`config.mk`:
```
export PLATFORM = sky130hd
export DESIGN_NAME = epa_mul
export DESIGN_NICKNAME = d
export VERILOG_FILES = /design/src/rtl/epa_pkg.sv /design/src/rtl/epa_cell.sv /design/src/rtl/epa_mul.sv
export SDC_FILE = /design/constraint.sdc
export NUM_CORES = 2
export LEC_CHECK = 0
export BUFFER_PORTS_ARGS = -buffer_cell sky130_fd_sc_hd__buf_4
export CAP_MARGIN = 30
export CORE_MARGIN = 10
export CORE_UTILIZATION = 30
export DETAILED_ROUTE_END_ITERATION = 6
export GPL_TIMING_DRIVEN = 0
export PLACE_DENSITY = 0.51
export SLEW_MARGIN = 0
export SYNTH_ARGS = -nofsm -noshare
export SYNTH_HDL_FRONTEND = slang
export SYNTH_SLANG_ARGS = --single-unit
```
`constraint.sdc`:
```
create_clock -name clk -period 50.7 [get_ports clk]
set_input_delay 5.07 -clock clk [delete_from_list [all_inputs] [get_ports clk]]
set_output_delay 5.07 -clock clk [all_outputs]
set_load 0.02 [all_outputs]
```
`src/rtl/epa_pkg.sv`:
```
// Package for the Ed25519 affine point adder: field constants, widths, the
// cell link type and modular helpers. No dependencies.
`default_nettype none
package epa_pkg;
  localparam int LIMB_BITS = 64;
  localparam int NUM_LIMBS = 4;
  localparam int FE_BITS   = 256;
  localparam int DIGIT     = 16;               // bits per cell
  localparam int NCELL     = FE_BITS / DIGIT;  // cells in the chain
  localparam int CIN_W     = 8;                // width of a cell's carry-in

  localparam logic [255:0] P256  =
    256'h7fffffffffffffffffffffffffffffffffffffffffffffffffffffffffffffed;
  localparam logic [255:0] PM2   = P256 - 256'd2;
  localparam logic [255:0] CURVE_D =
    256'h52036cee2b6ffe738cc740797779e89800700a4d4141d8ab75eb4dca135978a3;

  // Cell message handed up the chain each cycle while the chain is enabled.
  typedef struct packed {
    logic [DIGIT-1:0] acc;   // held digit of the accumulator
    logic [1:0]       cy;    // carry toward the upper neighbor, at most 2
  } cell_link_t;

  // Modular helpers, used by the sequencer and the multiplier on registered operands.
  function automatic logic [255:0] fe_fold(input logic [256:0] v);
    logic [256:0] t;
    t = {2'b0, v[254:0]} + (v[256:255] * 257'd19);
    t = {2'b0, t[254:0]} + (t[256:255] * 257'd19);
    if (t[255:0] >= P256) t = t - {1'b0, P256};
    return t[255:0];
  endfunction

  function automatic logic [255:0] fe_add(input logic [255:0] a, input logic [255:0] b);
    return fe_fold({1'b0, a} + {1'b0, b});
  endfunction

  // Both operands are canonical, so a + p - b stays below 2p.
  function automatic logic [255:0] fe_sub(input logic [255:0] a, input logic [255:0] b);
    return fe_fold({1'b0, a} + {1'b0, P256} - {1'b0, b});
  endfunction
endpackage
`default_nettype wire

```
`src/rtl/epa_cell.sv`:
```
// One 16-bit cell of the carry-save multiplier chain.
// Depends on epa_pkg.
`default_nettype none
module epa_cell import epa_pkg::*; (
  input  wire logic             clk,
  input  wire logic             clr,
  input  wire logic             en,
  input  wire logic             abit,
  input  wire logic [DIGIT-1:0] bdig,
  input  wire logic [CIN_W-1:0] cin,
  output cell_link_t            link
);
  logic [DIGIT+1:0] sum;
  // Double the held digit, add the lower neighbor's top bit and carry, add a*b.
  always_comb begin
    sum = {2'b0, link.acc[DIGIT-2:0], 1'b0} + {{(DIGIT+2-CIN_W){1'b0}}, cin}
        + (abit ? {2'b0, bdig} : '0);
  end
  always_ff @(posedge clk) begin
    if (clr) begin
      link.acc <= '0;
      link.cy  <= '0;
    end else if (en) begin
      link.acc <= sum[DIGIT-1:0];
      link.cy  <= sum[DIGIT+1:DIGIT];
    end
  end
endmodule
`default_nettype wire

```
`src/rtl/epa_mul.sv`:
```
// Field multiplier mod 2^255-19 built as a chain of 16-bit cells, one
// multiplier bit per step; carries move one cell per cycle, the overflow
// folds into cell 0 as 38. Depends on epa_pkg and epa_cell.
`default_nettype none
module epa_mul import epa_pkg::*; (
  input  wire logic         clk,
  input  wire logic         rst,
  input  wire logic         start,
  input  wire logic [255:0] a,
  input  wire logic [255:0] b,
  output logic              done,
  output logic [255:0]      prod
);
  localparam logic [1:0] F_IDLE = 2'd0, F_SUM = 2'd1, F_FOLD = 2'd2, F_OUT = 2'd3;

  logic [255:0]     ra, rb;
  logic [7:0]       cnt;
  logic             busy;
  logic [1:0]       fin;
  cell_link_t       links [NCELL];
  logic [255:0]     digits;
  logic [257:0]     carries;
  logic [257:0]     vsum;
  logic [256:0]     part;
  logic [2:0]       ovf;
  logic [CIN_W-1:0] cin0;

  // Weight 2^256 leaving the top cell re-enters cell 0 times 38.
  assign ovf  = {links[NCELL-1].cy, links[NCELL-1].acc[DIGIT-1]};
  assign cin0 = {{(CIN_W-3){1'b0}}, ovf} * 8'd38;

  genvar g;
  for (g = 0; g < NCELL; g++) begin : g_cell
    logic [CIN_W-1:0] cin;
    if (g == 0) begin : g_lo
      assign cin = cin0;
    end else begin : g_hi
      assign cin = {{(CIN_W-3){1'b0}}, links[g-1].cy, links[g-1].acc[DIGIT-1]};
    end
    epa_cell u_cell (
      .clk(clk), .clr(start), .en(busy), .abit(ra[255]),
      .bdig(rb[g*DIGIT +: DIGIT]), .cin(cin), .link(links[g])
    );
  end

  // Gather the cell digits and pending carries.
  always_comb begin
    digits  = '0;
    carries = '0;
    for (int i = 0; i < NCELL; i++) begin
      digits[i*DIGIT +: DIGIT]  = links[i].acc;
      carries[(i+1)*DIGIT +: 2] = links[i].cy;
    end
  end

  // Step the chain, then resolve carries (F_SUM), fold the overflow (F_FOLD) and reduce (F_OUT).
  always_ff @(posedge clk) begin
    if (rst) begin
      busy <= 1'b0; fin <= F_IDLE; done <= 1'b0; cnt <= '0;
    end else begin
      done <= 1'b0;
      if (start) begin
        busy <= 1'b1; cnt <= '0; ra <= a; rb <= b;
      end else if (busy) begin
        ra  <= {ra[254:0], 1'b0};
        cnt <= cnt + 8'd1;
        if (cnt == 8'd255) begin busy <= 1'b0; fin <= F_SUM; end
      end else begin
        case (fin)
          F_SUM: begin
            vsum <= {2'b0, digits} + carries; fin <= F_FOLD;
          end
          F_FOLD: begin
            part <= {2'b0, vsum[254:0]} + {249'b0, {5'b0, vsum[257:255]} * 8'd19};
            fin  <= F_OUT;
          end
          F_OUT: begin
            prod <= fe_fold(part); done <= 1'b1; fin <= F_IDLE;
          end
          default: ;
        endcase
      end
    end
  end
endmodule
`default_nettype wire

```
---- Word-level counts from Yosys, hierarchy flattened ----
Cells that the tools add are included.
operators by class
  $add $sub $neg .......................... 38
  multipliers ............................. 4
  order comparisons ....................... 1
  equality and inequality tests ........... 5
  muxes and demuxes ....................... 26
  bitwise gates (word level) .............. 3
  reduce and logical (&&, ||, !) cells .... 10
operators by type and width
  cell                                                     number
  2-to-1 mux 256 bit                                       3
  adder 18 bit                                             16
  adder 256 x 258 -> 258 bit                               1
  adder 255 x 6 -> 256 bit                                 1
  adder 255 x 7 -> 256 bit                                 1
  adder 255 x 8 -> 256 bit                                 1
  >= comparator 256 x 255 -> 1 bit, second input constant  1
  2-to-1 mux 16 bit                                        16
  subtractor 256 x 255 -> 256 bit, second input constant   1
  adder 16 x 3 -> 17 bit                                   15
  adder 16 x 8 -> 17 bit                                   1
  AND reduction 4 bit                                      3
  adder 8 x 1 -> 8 bit, second input constant              1
  == test 8 bit, second input constant                     1
  multiplier 3 x 5 -> 8 bit, second input constant         1
  multiplier 2 x 5 -> 7 bit, second input constant         1
  multiplier 3 x 5 -> 7 bit, second input constant         1
  multiplier 1 x 5 -> 6 bit, second input constant         1
  case mux 2 bit (3 select lines)                          1
  == test 2 bit, second input constant                     2
  2-to-1 mux 1 bit                                         4
  2-to-1 mux 2 bit                                         2
  AND reduction 2 bit                                      2
  nonzero test 4 bit                                       1
  7 further kinds                                          9
storage, ports and cells
  flip-flop bits (word level) ............. 1583
  input port bits ......................... 515

---- Longest topological paths before layout ----
  word-level depth ........................ 6
  mapped depth ............................ 33

---- Modules after synthesis ----
From an unflattened synthesis, not the netlist that was laid out.
unflattened totals
  cells, all modules ...................... 10652
  area total of the unflattened synthesis .. 105250.9 µm²
modules (own cells, without submodules)
  module    times used  cells each  area each (µm²)  sequential area each (µm²)
  epa_mul   1           6908        74321.3          38737.2
  epa_cell  16          234         1933.1           360.3

---- Worst setup path after synthesis ----
Ideal clock, no wire load.
  path kind ............................... input -> register
  from .................................... input port start
  to ...................................... register vsum[0] (enable)
  data arrival time ....................... 31.840 ns
  required time ........................... 49.103 ns
  slack ................................... 17.263 ns
  cell stages on the path ................. 4
  path through ............................ clkbuf_1 > clkbuf_1 > clkbuf_1 > nor4b_1
between the ends
  word-level cells in the longest chain between the ends .. 2
ends and longest elaborated chain
  element                        RTL line       source
  start: declaration             epa_mul.sv:8   input wire logic start,
  inverter 1 bit (no line)       n/a
  AND reduction 4 bit (no line)  n/a
  end signal: assignment         epa_mul.sv:71  vsum <= {2'b0, digits} + carries; fin <= F_FOLD;
  end: declaration               epa_mul.sv:23  logic [257:0] vsum;
Every way passes these cells.
A chain may end at the register's enable or synchronous reset.

---- Worst setup path in the final report ----
  from .................................... register part[121]
  to ...................................... register prod[10], data pin
between the ends
  word-level cells in the longest chain between the ends .. 5
  elaborated cells between the ends (all ways) .. 6
  classes of those cells .................. add/sub: 3; mul: 1; order compare: 1; mux: 1
ends and longest elaborated chain
  element                                                                                     RTL line       source
  start: declaration                                                                          epa_mul.sv:24  logic [256:0] part;
  start signal: assignment                                                                    epa_mul.sv:74  part <= {2'b0, vsum[254:0]} + {249'b0, {5'b0, vsum[257:255]} * 8'd19};
  adder 255 x 7 -> 256 bit (*)                                                                epa_pkg.sv:27  t = {2'b0, v[254:0]} + (v[256:255] * 257'd19);
  multiplier 1 x 5 -> 6 bit                                                                   epa_pkg.sv:28  t = {2'b0, t[254:0]} + (t[256:255] * 257'd19);
  adder 255 x 6 -> 256 bit (*)                                                                epa_pkg.sv:28
  subtractor 256 x 255 -> 256 bit / >= comparator 256 x 255 -> 1 bit (equally long branches)  epa_pkg.sv:29  if (t[255:0] >= P256) t = t - {1'b0, P256};
  2-to-1 mux 256 bit (*)                                                                      epa_pkg.sv:29
  end signal: assignment                                                                      epa_mul.sv:78  prod <= fe_fold(part); done <= 1'b1; fin <= F_IDLE;
  end: declaration                                                                            epa_mul.sv:12  output logic [255:0] prod
Mark *: on every way between the ends. The rest lies on a longest branch, timed or not.

==> metrics.yaml <==
sta:
  fin_crit_ns: 14.18
  drv_slew: 0
  skew_ns: 0.1054
  setup_violations: 0
  setup_tns_ns: 0
  slew_headroom: 0.2000
  rsz0062_at_grt: "no"
  final.period_utilization: 0.2797
  max_freq_ghz: 0.07052
  tightest_slew_ns: 1.191
  hold_viol_final: 0
clock_network:
  ctsHoldBuffers: 0
  cts_resized: 0
  cts.sinks: 1582
  cts_root_buf: "clkbuf_16"
  path_clk_slew_ns: 0.06
  cts_max_level: 4
  cts_setup_buffers: 0
  insertion_delay_ns: 0.92
  cts_tree: "yes"
  clk_path_buf_depth: 4
  cts_buffers: 186
worst_setup_path:
  cpMaxStageDelayCell: "nor3_1"
  reg2reg_setup_slack_ns: 36.52
  crit_path_max_incr_delay_ns: 0.88
  crit_end: "prod[10]$_DFFE_PP_"
  rr_startpoint: "part[121]$_DFFE_PP_"
  critical_path_arrival_ns: 14.71
  crit_start: "part[121]$_DFFE_PP_"
  cp_common_cell: "nand4_1"
  critical_path_class: "reg2reg"
  ff2ff_path_depth: 29
  crit_fanout: 10
  cp-end-kind: "flop"
  cp-start-kind: "flop"
  worstReg2RegEnd: "prod[10]$_DFFE_PP_"
  worst_ep_required_time_ns: 51.23
global_route:
  grt_use_met1: 0.3511
  grt_pass1_wl_um: 632300
  grt.busiest_layer: "met2"
  grt_pass1_vias: 83490
  grt_overflow_total: 0
  antenna_found_initial: 40
  grt_max_degree: 39
  use_met3: 0.04194
  met2_usage: 0.3607
  grtUsageTotal: 0.2411
cells_and_area:
  multi_input_area_mm2: 0.05280
  fin_util: 0.3629
  nets: 12128
  layout-area-overhead-vs-synth_pct: 20.15
  seqCellArea_mm2: 0.04450
  n_fill_cell: 33578
  layout-drive-gt1-share: 0.1540
power_and_ir_drop:
  powerDensity_mw_per_mm2: 26.81
  p_leak_nw: 42.18
  max-vdd-ir-drop_v: 0.00002441
floorplan:
  die_w_um: 597.4
  die_h_um: 597.4
  coreArea_mm2: 0.3311
  row_count: 211
  io_pins: 772
  start_util: 0.3021
  die_area_mm2: 0.3568
routing:
  drc: 0
  antenna_left: 0
  routed-via-count: 85553
  viasPerCell: 5.416
  wl_per_cell_um: 28.64
  drt-total-wl_um: 452400
  dr.pass1.iters: 6
  drt_iter0_drc: 9264
synthesis:
  ys_ff_latch: 1582
  syn_nets: 10935
  netlist_top_cells_count: "edfxtp_1 (1282), nor2_1 (1049), xnor2_1 (900)"
  synth_edf_count: 1282
  synthesis.instances: 10058
  synth_top_area_frac: 0.3850
  postSynth.asyncResetShare: 0
  yosys_warnings: 0
  synth.avg_cell_area_um2: 9.943
  synth_top_area_cell: "edfxtp_1"
  yosysMostFrequentCell: "edfxtp_1"
  netlist_top_cells_area: "edfxtp_1 (38%), xnor2_1 (7.9%), dfxtp_1 (6.0%)"
  synth-seq-area-share: 0.4450
  synth.distinct_cells: 96
  ys.flop_type: "edfxtp_1"
  mappedNetlistArea_mm2: 0.1000
placement:
  hpwl_um: 380800
  place.port_buffers: 770
  gp_congestion: 0.9859
run_status:
  status: "finished clean"
hold_path:
  hold_class: "reg2reg"
run:
  cap_violations: 0
-- per-stage QoR --
stage	hold slack [ns]	area (µm²)	std cells	setup WS, ns	power, mW
after CTS	0.4690	120000	15765	36.86	3.257
after global placement	0.4426	111200	15194	4.832	1.826
after floorplan	0.4291	100000	10058	17.26	1.707
after global routing	0.4926	120100	15776	36.54	3.337
after detailed placement	0.4539	113700	15423	36.96	1.825
final	0.4695	120100	15797	36.52	3.221
-- area by class of cell --
type | instances | share of cell area
clock buffers | 226 | 0.04119
plain buffers | 420 | 0.01430
inverters | 328 | 0.01025
well taps | 4366 | 0.04547
repair buffers | 1005 | 0.06669
flip-flops and latches | 1582 | 0.3704
clock inverters | 116 | 0.01176
diodes | 26 | 0.0005415
multi-input cells | 7728 | 0.4394
-- state kept, by name, summed over array words and instances, names as in the netlist --
| name | cells |
|---|---|
| cnt | 8 |
| part | 256 |
| done | 1 |
| prod | 256 |
| rb | 256 |
| g_cell.u_cell.link | 288 |
| vsum | 258 |
| ra | 256 |
| fin | 2 |
| busy | 1 |
-- kinds of logic (layout without fill, tap and decap cells) --
| logic type | count (synthesis) | after routing | share of synthesized area |
|---|---|---|---|
| adders and majority gates | 363 | 363 | 0.04802 |
| muxes | 491 | 491 | 0.05239 |
| other | 0 | 26 | 0 |
| buffers and inverters | 748 | 2095 | 0.02934 |
| xor gates and xnor gates | 1373 | 1373 | 0.1203 |
| DFF | 1582 | 1582 | 0.4450 |
| AOI/OAI and AO/OA | 909 | 909 | 0.05938 |
| and+or+nand+nor | 4592 | 4592 | 0.2456 |
-- where the power goes --
| group | total (mW) | switching, mW | internal, mW |
|---|---|---|---|
| clock | 1.42 | 0.574 | 0.848 |
| combinational | 0.318 | 0.176 | 0.142 |
| sequential | 1.48 | 0.0299 | 1.45 |
-- placed cells by master (no fill, tap or decap), types with 37 or more instances in the layout --
cell type  count
nor2b_1       73
nand2_1      619
nand3_1      460
o21bai_1     207
xnor2_1      896
nor4_1       347
and4_1        91
xor2_1       472
and2_1       362
mux2_2       259
nor4_2        37
dfxtp_1      300
and3_1       203
nand4_1      504
edfxtp_1    1282
nor3_1       334
a21oi_1      293
buf_2         60
or2_2         54
ha_1         327
clkbuf_1     365
nor2_1      1048
nand2b_1      47
o21ai_0      107
mux2i_1      232
clkbuf_16    189
or3_1        120
a21o_1        39
or4_1        117
inv_1        328
nand4b_1      39
buf_4        912
-- how the worst min path moves through the flow --
stage | from | endpoint | slack [ns] | cells after the start
2_1_floorplan | g_cell[10].u_cell.link[0]$_SDFFE_PP0P_ | g_cell[10].u_cell.link[0]$_SDFFE_PP0P_ | 0.43 | 2
3_3_place_gp | g_cell[10].u_cell.link[0]$_SDFFE_PP0P_ | g_cell[10].u_cell.link[0]$_SDFFE_PP0P_ | 0.44 | 2
3_5_place_dp | g_cell[6].u_cell.link[0]$_SDFFE_PP0P_ | g_cell[6].u_cell.link[0]$_SDFFE_PP0P_ | 0.45 | 2
4_1_cts | g_cell[6].u_cell.link[0]$_SDFFE_PP0P_ | g_cell[6].u_cell.link[0]$_SDFFE_PP0P_ | 0.47 | 2
5_1_grt | g_cell[0].u_cell.link[5]$_SDFFE_PP0P_ | vsum[3]$_DFFE_PP_ | 0.49 | 0
6_report | g_cell[0].u_cell.link[8]$_SDFFE_PP0P_ | vsum[6]$_DFFE_PP_ | 0.47 | 0
-- per-layer routing --
layer	routed length (µm)	up-vias
li1	-	39329
met2	190900	3547
met4	17050	8
met3	32650	549
met1	211700	42120
met5	68	-
-- worst max-delay path, delay by kind of cell, from the launching register on --
kind	cells	cell delay, ns
buffers and inverters	7	2.59
DFF	1	0.54
adders and majority gates	1	0.37
xor gates and xnor gates	1	0.74
and+or+nand+nor	20	9.51
Note: power is estimated with default switching activity, not from simulation.
